===== config.mk =====
export PLATFORM = sky130hd
export DESIGN_NAME = least_loaded_peer_offload_unit
export DESIGN_NICKNAME = d
export VERILOG_FILES = /design/src/rtl/llpo_pkg.sv /design/src/rtl/llpo_table.sv /design/src/rtl/llpo_scan.sv /design/src/rtl/least_loaded_peer_offload_unit.sv
export SDC_FILE = /design/constraint.sdc
export NUM_CORES = 1
export LEC_CHECK = 0
export ABC_CLOCK_PERIOD_IN_PS = 2000
export BUFFER_PORTS_ARGS = -buffer_cell sky130_fd_sc_hd__buf_4
export CORE_ASPECT_RATIO = 2
export CORE_MARGIN = 2
export CORE_UTILIZATION = 43
export CTS_CLUSTER_DIAMETER = 100
export DETAILED_ROUTE_END_ITERATION = 8
export GPL_ROUTABILITY_DRIVEN = 0
export HOLD_SLACK_MARGIN = 0.02
export PLACE_DENSITY = 0.59
export SLEW_MARGIN = 40
export SYNTH_ARGS = -nofsm -noshare
export SYNTH_HDL_FRONTEND = slang
export SYNTH_SLANG_ARGS = --single-unit

===== constraint.sdc =====
create_clock -name clk -period 2 [get_ports clk]
set_input_delay 0.2 -clock clk [delete_from_list [all_inputs] [get_ports clk]]
set_output_delay 0.2 -clock clk [all_outputs]
set_load 0.02 [all_outputs]

===== src/rtl/llpo_pkg.sv =====
// Shared types and constants for the least-loaded peer offload unit.
package llpo_pkg;

  localparam int NUM_PEERS  = 16;
  localparam int LOAD_WIDTH = 10;
  localparam int PEER_W     = 4;
  localparam int THR_W      = 10;
  localparam int PIDX_W     = $clog2(NUM_PEERS);
  localparam int IN_DATA_W  = 16;
  localparam int OUT_DATA_W = 16;

  localparam logic CMD_UPDATE = 1'b0;
  localparam logic CMD_TICK   = 1'b1;

  typedef enum logic [1:0] {
    ACT_NONE    = 2'd0,
    ACT_SEND    = 2'd1,
    ACT_REQUEUE = 2'd2
  } action_t;

  typedef enum logic [1:0] {
    S_IDLE,
    S_SCAN,
    S_DRAIN,
    S_DONE
  } scan_state_t;

  typedef struct packed {
    logic              en;
    logic [PIDX_W-1:0] addr;
  } rd_req_t;

  typedef struct packed {
    logic                  vld;
    logic [LOAD_WIDTH-1:0] load;
  } rd_rsp_t;

  typedef struct packed {
    logic [LOAD_WIDTH-1:0] load;
    action_t               action;
    logic [PEER_W-1:0]     target;
  } result_t;

endpackage


===== src/rtl/llpo_table.sv =====
// Peer load memory with per-entry valid bits and a registered read port.
module llpo_table (
  input  logic                           clk,
  input  logic                           rst_n,
  input  logic                           wr_en,
  input  logic [llpo_pkg::PIDX_W-1:0]    wr_addr,
  input  logic [llpo_pkg::LOAD_WIDTH-1:0] wr_load,
  input  llpo_pkg::rd_req_t              rd_req,
  output llpo_pkg::rd_rsp_t              rd_rsp
);
  import llpo_pkg::*;

  logic [LOAD_WIDTH-1:0] mem [NUM_PEERS];
  logic [NUM_PEERS-1:0]  vld_r;
  logic [LOAD_WIDTH-1:0] rd_load_r;
  logic                  rd_vld_r;

  always_ff @(posedge clk) begin
    if (wr_en) begin
      mem[wr_addr] <= wr_load;
    end
    if (rd_req.en) begin
      rd_load_r <= mem[rd_req.addr];
    end
  end

  always_ff @(posedge clk) begin
    if (!rst_n) begin
      vld_r    <= '0;
      rd_vld_r <= 1'b0;
    end else begin
      if (wr_en) begin
        vld_r[wr_addr] <= 1'b1;
      end
      if (rd_req.en) begin
        rd_vld_r <= vld_r[rd_req.addr];
      end
    end
  end

  assign rd_rsp.vld  = rd_vld_r;
  assign rd_rsp.load = rd_load_r;

endmodule


===== src/rtl/llpo_scan.sv =====
// Tick sequencer: walks the peer table one entry per cycle for the least load.
module llpo_scan (
  input  logic                            clk,
  input  logic                            rst_n,
  input  logic                            start,
  input  logic [llpo_pkg::LOAD_WIDTH-1:0] start_load,
  input  logic [llpo_pkg::THR_W-1:0]      thr,
  output llpo_pkg::rd_req_t               rd_req,
  input  llpo_pkg::rd_rsp_t               rd_rsp,
  output logic                            idle,
  output logic                            res_valid,
  output llpo_pkg::result_t               res,
  input  logic                            res_take
);
  import llpo_pkg::*;

  scan_state_t           st_r, st_nxt;
  logic [PIDX_W-1:0]     idx_r;
  logic [PIDX_W-1:0]     pend_idx_r;
  logic                  pend_r;
  logic [LOAD_WIDTH-1:0] len_r;
  logic [LOAD_WIDTH-1:0] best_r;
  logic [PIDX_W-1:0]     tgt_r;
  logic                  found_r;
  logic                  above_r;
  logic                  last_idx;

  assign last_idx = (idx_r == PIDX_W'(NUM_PEERS - 1));

  always_comb begin
    st_nxt = st_r;
    case (st_r)
      S_IDLE: begin
        if (start) begin
          st_nxt = (start_load > thr) ? S_SCAN : S_DONE;
        end
      end
      S_SCAN: begin
        if (last_idx) begin
          st_nxt = S_DRAIN;
        end
      end
      S_DRAIN: st_nxt = S_DONE;
      S_DONE: begin
        if (res_take) begin
          st_nxt = S_IDLE;
        end
      end
      default: st_nxt = S_IDLE;
    endcase
  end

  always_comb begin
    rd_req.en   = 1'b0;
    rd_req.addr = idx_r;
    idle        = 1'b0;
    res_valid   = 1'b0;
    case (st_r)
      S_IDLE:  idle      = 1'b1;
      S_SCAN:  rd_req.en = 1'b1;
      S_DRAIN: ;
      S_DONE:  res_valid = 1'b1;
      default: ;
    endcase
  end

  always_ff @(posedge clk) begin
    if (!rst_n) begin
      st_r   <= S_IDLE;
      pend_r <= 1'b0;
    end else begin
      st_r   <= st_nxt;
      pend_r <= rd_req.en;
    end
  end

  always_ff @(posedge clk) begin
    pend_idx_r <= idx_r;
    if (st_r == S_IDLE && start) begin
      len_r   <= start_load;
      above_r <= start_load > thr;
      best_r  <= start_load - 1'b1;
      tgt_r   <= '0;
      found_r <= 1'b0;
      idx_r   <= '0;
    end else begin
      if (st_r == S_SCAN) begin
        idx_r <= idx_r + 1'b1;
      end
      if (pend_r && rd_rsp.vld && rd_rsp.load < best_r) begin
        best_r  <= rd_rsp.load;
        tgt_r   <= pend_idx_r;
        found_r <= 1'b1;
      end
    end
  end

  always_comb begin
    res.load   = len_r;
    res.target = PEER_W'(tgt_r);
    if (!above_r) begin
      res.action = ACT_NONE;
    end else if (found_r) begin
      res.action = ACT_SEND;
    end else begin
      res.action = ACT_REQUEUE;
    end
  end

endmodule


===== src/rtl/least_loaded_peer_offload_unit.sv =====
// Top level: least-loaded peer offload unit with stream ports and output register.
// Load update: accepted, written to the table, no result.
// Tick above threshold: reads every table entry in turn (one entry per cycle, one RAM
// read port), then a drain state; the result goes through the output register to out_tvalid.
// Tick at or below threshold: no table reads; the result goes to the output register.
// Synchronous active-low reset clears all valid bits and sets the threshold to 4.
module least_loaded_peer_offload_unit (
  input  logic                               clk,
  input  logic                               rst_n,
  input  logic                               cfg_we,
  input  logic [llpo_pkg::THR_W-1:0]         cfg_wdata,
  input  logic                               in_tvalid,
  output logic                               in_tready,
  // peer_id [3:0], load_value [13:4], zero [15:14]
  input  logic [llpo_pkg::IN_DATA_W-1:0]     in_tdata,
  // cmd [0]
  input  logic                               in_tuser,
  output logic                               out_tvalid,
  input  logic                               out_tready,
  // broadcast_load [9:0], offload_action [11:10], target_peer [15:12]
  output logic [llpo_pkg::OUT_DATA_W-1:0]    out_tdata
);
  import llpo_pkg::*;

  logic [THR_W-1:0]      thr_r;
  logic                  in_acc;
  logic [PEER_W-1:0]     in_pid;
  logic [LOAD_WIDTH-1:0] in_load;
  logic                  tbl_wr_en;
  rd_req_t               rd_req;
  rd_rsp_t               rd_rsp;
  logic                  scan_idle;
  logic                  res_valid;
  result_t               res;
  logic                  res_take;
  logic                  out_valid_r;
  result_t               out_res_r;

  assign in_pid  = in_tdata[PEER_W-1:0];
  assign in_load = in_tdata[PEER_W +: LOAD_WIDTH];

  assign in_tready = scan_idle;
  assign in_acc    = in_tvalid && in_tready;
  assign tbl_wr_en = in_acc && (in_tuser == CMD_UPDATE) && (32'(in_pid) < NUM_PEERS);

  always_ff @(posedge clk) begin
    if (!rst_n) begin
      thr_r <= THR_W'(4);
    end else if (cfg_we) begin
      thr_r <= cfg_wdata;
    end
  end

  llpo_table u_table (
    .clk     (clk),
    .rst_n   (rst_n),
    .wr_en   (tbl_wr_en),
    .wr_addr (PIDX_W'(in_pid)),
    .wr_load (in_load),
    .rd_req  (rd_req),
    .rd_rsp  (rd_rsp)
  );

  llpo_scan u_scan (
    .clk        (clk),
    .rst_n      (rst_n),
    .start      (in_acc && (in_tuser == CMD_TICK)),
    .start_load (in_load),
    .thr        (thr_r),
    .rd_req     (rd_req),
    .rd_rsp     (rd_rsp),
    .idle       (scan_idle),
    .res_valid  (res_valid),
    .res        (res),
    .res_take   (res_take)
  );

  assign res_take = res_valid && (!out_valid_r || out_tready);

  always_ff @(posedge clk) begin
    if (!rst_n) begin
      out_valid_r <= 1'b0;
    end else if (res_take) begin
      out_valid_r <= 1'b1;
    end else if (out_tready) begin
      out_valid_r <= 1'b0;
    end
  end

  always_ff @(posedge clk) begin
    if (res_take) begin
      out_res_r <= res;
    end
  end

  assign out_tvalid = out_valid_r;
  assign out_tdata  = {out_res_r.target, out_res_r.action, out_res_r.load};

  a_no_write_in_scan: assert property (@(posedge clk) disable iff (!rst_n)
    !scan_idle |-> !tbl_wr_en)
    else $error("table written during a scan");

  a_target_only_on_send: assert property (@(posedge clk) disable iff (!rst_n)
    out_valid_r && out_res_r.action != ACT_SEND |-> out_res_r.target == '0)
    else $error("target set without send action");

  a_offload_needs_load: assert property (@(posedge clk) disable iff (!rst_n)
    out_valid_r && out_res_r.action != ACT_NONE |-> out_res_r.load != '0)
    else $error("offload with empty queue");

endmodule

==> flow_summary.json, run 1 <==
{
  "status": "finished with violations",
  "violations": "setup timing",
  "max_cap_violations": 0,
  "path_cells": "ha_1 -> and3_1 -> or3b_1 -> o221a_1 -> or2_4",
  "dr.pass1.iters": 4,
  "combPwrFrac_pct": 25.5,
  "leakagePower_nw": 4.29,
  "yosysSeqAreaShare_pct": 70.3,
  "clk_latency_ps": 520,
  "final_nets": 775,
  "core.rowCount": 79,
  "syn_nets": 651,
  "crit_type": "reg -> reg",
  "drive_above_1_share_pct": 27.5,
  "p_total_mw": 14.1,
  "final_hold_viol_count": 0,
  "netlist_area_um2": 10100,
  "finalSetupViolCount": 14,
  "cts.sinks": 251,
  "syn_avg_cell_area_um2": 17.0,
  "maxSlewViolCount": 0,
  "arrival_ps": 2330,
  "clk_pin_slew_ps": 70,
  "dp_hpwl_mm": 16.1,
  "p_int_mw": 10.3,
  "final_area_um2": 12200,
  "crit_family": "simple AND/OR/NAND/NOR gates",
  "pin_count": 50,
  "yosysTopAreaCellShare_pct": 61.6,
  "slowest_delay_ps": 410,
  "synth-seq-cells": 251,
  "timing.final.ws_setup_ps": -60.2,
  "post-place-cells": 957,
  "fmax_ghz": 0.485,
  "period_needed_ps": 2060,
  "drc_errors": 0,
  "p_per_area_nw_per_um2": 1150,
  "cts-buffers-inserted": 22,
  "switching_share_pct": 27.0,
  "grt.overflow.total": 0,
  "cts_buffer_depth": 3,
  "relSlewSlack_pct": 73.5,
  "final_common_cell": "edfxtp_1",
  "die_w_um": 112,
  "ys_warn_count": 0,
  "seq_power_share_pct": 45.1,
  "antenna_found_initial": 0,
  "power.net_switching_mw": 3.80,
  "grt_setup_unrepaired": "true",
  "start_kind": "register",
  "io_buffers": 47,
  "wl_per_cell_um": 22.0,
  "period_share_pct": 103,
  "grt_usage_pct": 18.7,
  "skew_ps": 15.3,
  "synth_area_leader_cell": "edfxtp_1",
  "dieArea_um2": 24800,
  "wl_mm": 22.3,
  "clkPwrFrac_pct": 29.4,
  "area_growth_syn_to_layout_pct": 21.3,
  "hp-class": "in -> reg",
  "grt_max_degree": 32,
  "final_cells": 1015,
  "die_y_um": 221,
  "grt_pass1_vias": 5876,
  "initial_core_util_pct": 43.6,
  "htree_levels": 1,
  "grt_pass1_wl_mm": 34.4,
  "synthTopCellsByArea": "edfxtp_1 62%, mux4_2 9.6%, dfxtp_1 8.7%",
  "worst_slew_pin_slew_ps": 396,
  "holdWs_ps": 42.1,
  "worstPathMaxFanout": 5,
  "yosysUniqueCellTypes": 49,
  "drt_iter0_markers": 299,
  "cp_num_buf_inv": 0,
  "required_ps": 2270,
  "coreArea_um2": 23100,
  "peakVddDrop_mv": 0.774,
  "cts_root_buf": "clkbuf_16",
  "via_per_inst": 5.36,
  "mostFrequentLayoutCells": "207 x edfxtp_1, 93 x buf_4, 43 x mux4_2",
  "drtAntennaViolNets": 0,
  "netlist_instances": 593,
  "num_antenna_cells": 0,
  "dr_total_vias": 5438,
  "cts_tree": "yes",
  "cp-end-kind": "register",
  "dpl_cell_area_um2": 11300,
  "cpMaxStageDelayCell": "edfxtp_1"
}
[power by group through the flow]
stage                     clock network, mW  registers [mW]  logic [mW]
final                                  4.13            6.35        3.59
after detailed placement                  0            6.45        3.53
after floorplan                           0            6.38        2.27
after CTS                              4.22            6.34        3.58
after global routing                   4.43            6.39        3.93
after global placement                    0            6.44        3.47
[metal layers]
metal | global-route usage, % | vias up | share of wire [%]
met1 | 20.4 | 2797 | 37
met5 | 0 | - | 0
met4 | 6.38 | 0 | 2.6
li1 | - | 2528 | -
met3 | 1.81 | 33 | 2.7
met2 | 37.1 | 80 | 57
[final timing paths]
path,depth (start not counted),start,slack (ps),end
worst max register to register,5,u_table.rd_load_r[4],-60,u_scan.best_r[8]
worst min register to register,0,u_scan.idx_r[2],390,u_scan.pend_idx_r[2]
worst min-delay path,3,out_tready,40,out_tvalid
worst max-delay path,5,u_table.rd_load_r[4],-60,u_scan.best_r[8]
[state kept, by name, summed over array words and instances, names as in the netlist, 10 cells and up]
name / cells
u_table.mem: 160
u_table.vld_r: 16
thr_r: 10
u_scan.best_r: 10
out_tdata: 16
u_scan.len_r: 10
u_table.rd_load_r: 10
[cell families after synthesis]
logic type	synth area share, %
compound gates	4.91
xor+xnor	0.954
fa+ha+maj	3.22
buf+inv	2.42
flops	70.3
mux	12.3
simple gates	5.92
[through the flow]
step	setup WS [ps]	setup TNS [ps]	util (%)
final	-60.2	-601	52.9
after global routing	-122	-1660	52.9
after CTS	-41.3	-371	52.7
after detailed placement	-61.2	-613	48.9
after global placement	-25.6	-254	48.9
after floorplan	-37.7	-923	-
[repair_timing]
| action | in CTS | in global routing |
|---|---|---|
| hold buffers | 17 | 0 |
| gates cloned | 1 | 0 |
| setup buffers | 0 | 1 |
| pin swaps | 2 | 5 |
| gates resized for setup | 2 | 9 |
| hold endpoints to repair | 18 | 0 |
| setup endpoints to repair | 11 | 37 |
[cell type report]
| type | instances | area [um^2] |
|---|---|---|
| fill | 1938 | 10900 |
| clock inverter | 9 | 63.8 |
| sequential | 251 | 7110 |
| timing repair buffer | 125 | 1160 |
| inverter | 28 | 105 |
| clock buffer | 30 | 633 |
| tap | 283 | 354 |
| multi-input combinational | 289 | 2820 |
[cell usage after synthesis (all sizes together)]
cell / count
mux4: 43
nand4b: 2
nor2b: 25
a222oi: 1
or3b: 1
a21oi: 14
nand4: 5
o21a: 18
dfxtp: 44
nor4b: 1
a221oi: 1
and3: 1
o211a: 2
xor2: 3
o2111a: 1
o21ai: 11
o211ai: 4
edfxtp: 207
a41o: 1
or2: 2
nor4: 3
nand2b: 5
buf: 17
xnor2: 8
inv: 28
and4bb: 1
nand2: 31
o2111ai: 1
o221a: 1
mux2i: 27
or4: 1
nor3: 5
nand3b: 1
o311ai: 1
nand3: 3
a211oi: 12
and2: 1
a21o: 3
or3: 1
clkbuf: 9
nor2: 21
ha: 26
[worst min-delay path, stage by stage]
cell and delay [ps]:
buf_4 80, nor2b_1 60, o21a_1 170
No activity file was read; power rests on OpenSTA's default activity.
==> run 2: changes to the inputs <==
ABC_CLOCK_PERIOD_IN_PS = default   (was 2000)
SYNTH_HIERARCHICAL = 1   (was default)
==> run 2 against run 1 <==
Effect of this change: the flow still finishes with violations (setup timing); synthesized area rose by 0.37%; global-route usage shrank 0.35 points; via count fell by 1.0%; critical path depth stayed put; die area rose by 0.36%; flip-flop and latch count unchanged; largest cell class unchanged.
==> flow_summary.json, run 2 <==
{
  "status": "finished with violations",
  "violations": "setup timing",
  "drt_iter0_markers": 300,
  "top_register": "u_table/mem",
  "final_common_cell": "edfxtp_1",
  "grt_setup_unrepaired": "true",
  "crit_start": "u_table/rd_load_r[9]",
  "fillers": 1887,
  "core.rowCount": 79,
  "final_cells": 989,
  "initial_core_util_pct": 43.6,
  "synth_edf_count": 207,
  "hp-class": "in -> reg",
  "worstPathMaxFanout": 5,
  "num_antenna_cells": 0,
  "cp-end-kind": "register",
  "dr_total_vias": 5382,
  "p_per_area_nw_per_um2": 1120,
  "htree_levels": 1,
  "synthTopCellsByArea": "edfxtp_1 61%, mux4_1 9.1%, dfxtp_1 8.7%",
  "drtAntennaViolNets": 0,
  "max_cap_violations": 0,
  "via_per_inst": 5.44,
  "grt.overflow.total": 0,
  "antenna_found_initial": 0,
  "dr.pass1.iters": 4,
  "die_w_um": 113,
  "post-place-cells": 926,
  "synth-seq-cells": 251,
  "fmax_ghz": 0.491,
  "cts_tree": "yes",
  "wl_per_cell_um": 22.9,
  "seq_power_share_pct": 45.7,
  "drive_above_1_share_pct": 28.6,
  "pin_count": 50,
  "maxSlewViolCount": 0,
  "final_area_um2": 12300,
  "cts.sinks": 251,
  "seqCellArea_um2": 7100,
  "cts-buffers-inserted": 22,
  "finish.utilization_pct": 52.8,
  "crit_type": "reg -> reg",
  "coreArea_um2": 23200,
  "yosysSeqAreaShare_pct": 70.0,
  "grt_max_degree": 41,
  "finalSetupViolCount": 11,
  "netlist_instances": 564,
  "mostFrequentLayoutCells": "207 x edfxtp_1, 92 x buf_4, 43 x dfxtp_1",
  "arrival_ps": 2300,
  "die_y_um": 221,
  "area_growth_syn_to_layout_pct": 21.1,
  "synthTopCellsByCount": "207 x edfxtp_1, 44 x dfxtp_1, 35 x mux4_1",
  "worst_slew_pin_slew_ps": 529,
  "period_share_pct": 102,
  "power.net_switching_mw": 3.56,
  "p_total_mw": 13.7,
  "final_nets": 747,
  "clkPwrFrac_pct": 30.6,
  "period_needed_ps": 2040,
  "dpl_cell_area_um2": 11300,
  "clk_pin_slew_ps": 70,
  "combPwrFrac_pct": 23.7,
  "yosysTopAreaCellShare_pct": 61.3,
  "grt_pass1_vias": 5810,
  "io_buffers": 47,
  "holdWs_ps": 40.8,
  "timing.final.ws_setup_ps": -36.6,
  "final_hold_viol_count": 0,
  "leakagePower_nw": 4.35,
  "grt_usage_pct": 18.3,
  "tns_ps": -283,
  "grt_pass1_wl_mm": 33.9,
  "cts_buffer_depth": 3,
  "skew_ps": 15.9,
  "switching_share_pct": 25.9,
  "dieArea_um2": 24900,
  "largest_reg_flops": 160,
  "multi_input_area_um2": 2830,
  "netlist_area_um2": 10100,
  "cts_root_buf": "clkbuf_16",
  "r2r-start": "u_table/rd_load_r[9]",
  "yosysUniqueCellTypes": 47,
  "synth_most_common_cell": "edfxtp_1",
  "syn_nets": 621,
  "clk_latency_ps": 510,
  "drc_errors": 0,
  "hp-start": "rst_n",
  "synth_area_leader_cell": "edfxtp_1",
  "relSlewSlack_pct": 64.7,
  "dp_hpwl_mm": 15.4,
  "async_flop_share_pct": 0,
  "syn_avg_cell_area_um2": 18.0,
  "p_int_mw": 10.2,
  "place_ws_ps": -66.9,
  "wl_mm": 22.6,
  "ys.flop_type": "edfxtp_1",
  "ys_warn_count": 6,
  "required_ps": 2260,
  "start_kind": "register",
  "peakVddDrop_mv": 0.630
}
run 2: changes by cell type after synthesis, moves of 7 or more:
| cell | change |
|---|---|
| buf_2 | -8 |
| mux4_2 | -26 |
| a21oi_1 | -7 |
| mux4_1 | +35 |
| mux2i_1 | -8 |
| a211oi_1 | -9 |
| nor2b_1 | -11 |
run 2: logic make-up (layout without fill, tap and decap cells):
family / after synthesis / count (layout) / share of synthesized area, %
muxes: 71 / 71 / 14.7
AOI/OAI and AO/OA: 54 / 54 / 3.75
buffers and inverters: 49 / 190 / 2.46
adders and majority gates: 25 / 25 / 3.09
DFF: 251 / 251 / 70.0
xor gates and xnor gates: 10 / 10 / 0.864
and+or+nand+nor: 104 / 105 / 5.06
run 2: layout make-up:
cell class                      instances  area share, %
Sequential cell                       251           57.9
Multi-Input combinational cell        265           23.1
Timing Repair Buffer                  122           9.50
Clock buffer                           29           4.88
Tap cell                              283           2.89
Clock inverter                         11          0.938
Inverter                               28          0.867
run 2: worst paths after layout:
kind	cells past startpoint	end	slack, ps
worst max-delay path	5	u_scan/best_r[4]	-40
worst min-delay path	2	thr_r[2]	40
worst max register to register	5	u_scan/best_r[4]	-40
worst min register to register	0	out_tdata[12]	430
run 2: power by group through the flow:
stage          clock, mW  sequential (mW)  combinational, mW
2_1_floorplan          0             6.30               2.00
3_3_place_gp           0             6.33               2.83
3_5_place_dp           0             6.35               2.94
4_1_cts             4.32             6.26               3.09
5_1_grt             4.49             6.31               3.52
6_report            4.20             6.27               3.26
run 2: layer usage:
layer  part of all wire [%]  GRT usage, %
met3                    4.2          2.79
met5                      0             0
met1                     34          19.5
met2                     56          34.2
met4                    5.3          9.56
run 2: worst max-delay path: stages, from the launching register on:
cell      delay [ps]
edfxtp_1         430
ha_4             290
nand4_1          120
or3b_1           380
o221a_1          270
or2_4            290
run 2: repair_timing:
action / 4_1_cts / 5_1_grt
pin swaps: 2 / 4
hold buffers: 13 / 0
gates resized for setup: 13 / 23
buffers inserted: 2 / 4
setup endpoints to repair: 17 / 105
hold endpoints to repair: 19 / 0
cloned: 2 / 2
==> run 3: changes to the inputs <==
PLACE_DENSITY = 0.71   (was 0.59)
==> run 3 against run 2 <==
Effect of this change: the flow still finishes with violations (setup timing); hold slack better by 4.4 ps; via count fell by 0.39%; fmax fell by 2.1%; critical path type unchanged; register-to-register slack got worse by 40 ps; clock-buffer cell count shrank 4; cell count is 2.0% lower; setup slack worse by 44 ps; combinational power shrank 9.2%; flip-flop and latch count did not move; clock power is 2% higher.
==> flow_summary.json, run 3 (synthesis results as in run 2) <==
{
  "status": "finished with violations",
  "violations": "setup timing",
  "final_hold_viol_count": 0,
  "initial_core_util_pct": 43.6,
  "multi_input_area_um2": 2890,
  "finalSetupViolCount": 14,
  "final_nets": 729,
  "period_needed_ps": 2080,
  "grt_usage_pct": 17.9,
  "leakagePower_nw": 4.32,
  "grt_setup_unrepaired": "true",
  "maxSlewViolCount": 0,
  "final_common_cell": "edfxtp_1",
  "core.rowCount": 79,
  "fmax_ghz": 0.481,
  "worst_slew_pin_slew_ps": 403,
  "num_antenna_cells": 0,
  "grt_pass1_vias": 5715,
  "io_buffers": 47,
  "final_area_um2": 12200,
  "top_register": "u_table/mem",
  "area_growth_syn_to_layout_pct": 20.0,
  "drive_above_1_share_pct": 24.1,
  "die_y_um": 221,
  "final_cells": 969,
  "cts_tree": "yes",
  "cts_root_buf": "clkbuf_16",
  "seqCellArea_um2": 7100,
  "dpl_cell_area_um2": 11300,
  "wl_mm": 22.0,
  "peakVddDrop_mv": 0.626,
  "fillers": 1773,
  "grt.overflow.total": 0,
  "dr.pass1.iters": 4,
  "grt_max_degree": 47,
  "p_per_area_nw_per_um2": 1110,
  "cp-end-kind": "register",
  "htree_levels": 1,
  "max_cap_violations": 0,
  "dr_total_vias": 5361,
  "arrival_ps": 2350,
  "largest_reg_flops": 160,
  "timing.final.ws_setup_ps": -80.2,
  "start_kind": "register",
  "cts.sinks": 251,
  "clk_pin_slew_ps": 70,
  "dieArea_um2": 24900,
  "period_share_pct": 104,
  "dp_hpwl_mm": 15.0,
  "coreArea_um2": 23200,
  "via_per_inst": 5.53,
  "antenna_found_initial": 0,
  "clk_latency_ps": 510,
  "wl_per_cell_um": 22.7,
  "p_total_mw": 13.5,
  "relSlewSlack_pct": 73.1,
  "pin_count": 50,
  "drc_errors": 0,
  "cts_buffer_depth": 3,
  "crit_type": "reg -> reg",
  "cts-buffers-inserted": 21,
  "drt_iter0_markers": 342,
  "hp-class": "in -> reg",
  "die_w_um": 113,
  "grt_pass1_wl_mm": 33.4,
  "mostFrequentLayoutCells": "207 x edfxtp_1, 80 x buf_4, 43 x dfxtp_1",
  "finish.utilization_pct": 52.4,
  "post-place-cells": 918,
  "drtAntennaViolNets": 0,
  "required_ps": 2270,
  "skew_ps": 10.9,
  "worstPathMaxFanout": 5
}
run 3: cell count changes in the layout (fill, tap and decap cells not counted), sizes merged:
cell and change:
clkinvlp +1, clkinv -4, buf -14, clkbuf -5
inv +2, bufinv +2, dlygate4sd3 -2
run 3: layer usage:
layer / part of all wire [%] / vias to the layer above / global-route usage (%)
met3: 4.3 / 34 / 1.97
met4: 3.9 / 0 / 7.91
met1: 34 / 2744 / 19.3
met2: 58 / 148 / 34.4
li1: - / 2435 / -
met5: 0 / - / 0
run 3: through the flow:
stage	TNS (ps)	worst slack [ps]	hold WS (ps)
after global routing	-1620	-147	49.8
after global placement	-482	-48.6	402
after detailed placement	-1140	-115	405
after CTS	-826	-88.8	20.7
after floorplan	-317	-31.7	299
final	-805	-80.2	45.2
run 3: worst max-delay path: stages, from the launching register on:
cell,delay (ps)
edfxtp_1,430
ha_1,320
and3_1,190
or3b_4,390
o221a_4,250
or2_4,280
run 3: area by class of cell:
cell class,instances,share of cell area [%]
Clock buffer,25,4.61
Tap cell,283,2.91
Inverter,28,0.875
Clock inverter,12,1.36
Sequential cell,251,58.4
Timing Repair Buffer,105,8.12
Multi-Input combinational cell,265,23.8
run 3: worst paths after layout:
path | start | endpoint | slack, ps | cells past startpoint
max reg2reg | u_table/rd_load_r[4] | u_scan/best_r[5] | -80 | 5
max | u_table/rd_load_r[4] | u_scan/best_r[5] | -80 | 5
min reg2reg | u_scan/len_r[7] | out_tdata[7] | 420 | 0
min | rst_n | thr_r[2] | 50 | 2
run 3: timing repair:
action                                  CTS  global route
pin swaps                                 2             1
cloned                                    1             1
hold buffers                             11             0
hold endpoints to repair                 11             0
gates resized for setup                   2             4
setup buffers                             1             0
endpoints found under the setup margin   10            33
run 3: where the power goes:
| part | switching, mW | total (mW) | internal (mW) |
|---|---|---|---|
| Combinational | 1.46 | 2.96 | 1.49 |
| Clock | 1.76 | 4.28 | 2.53 |
| Sequential | 0.156 | 6.21 | 6.06 |
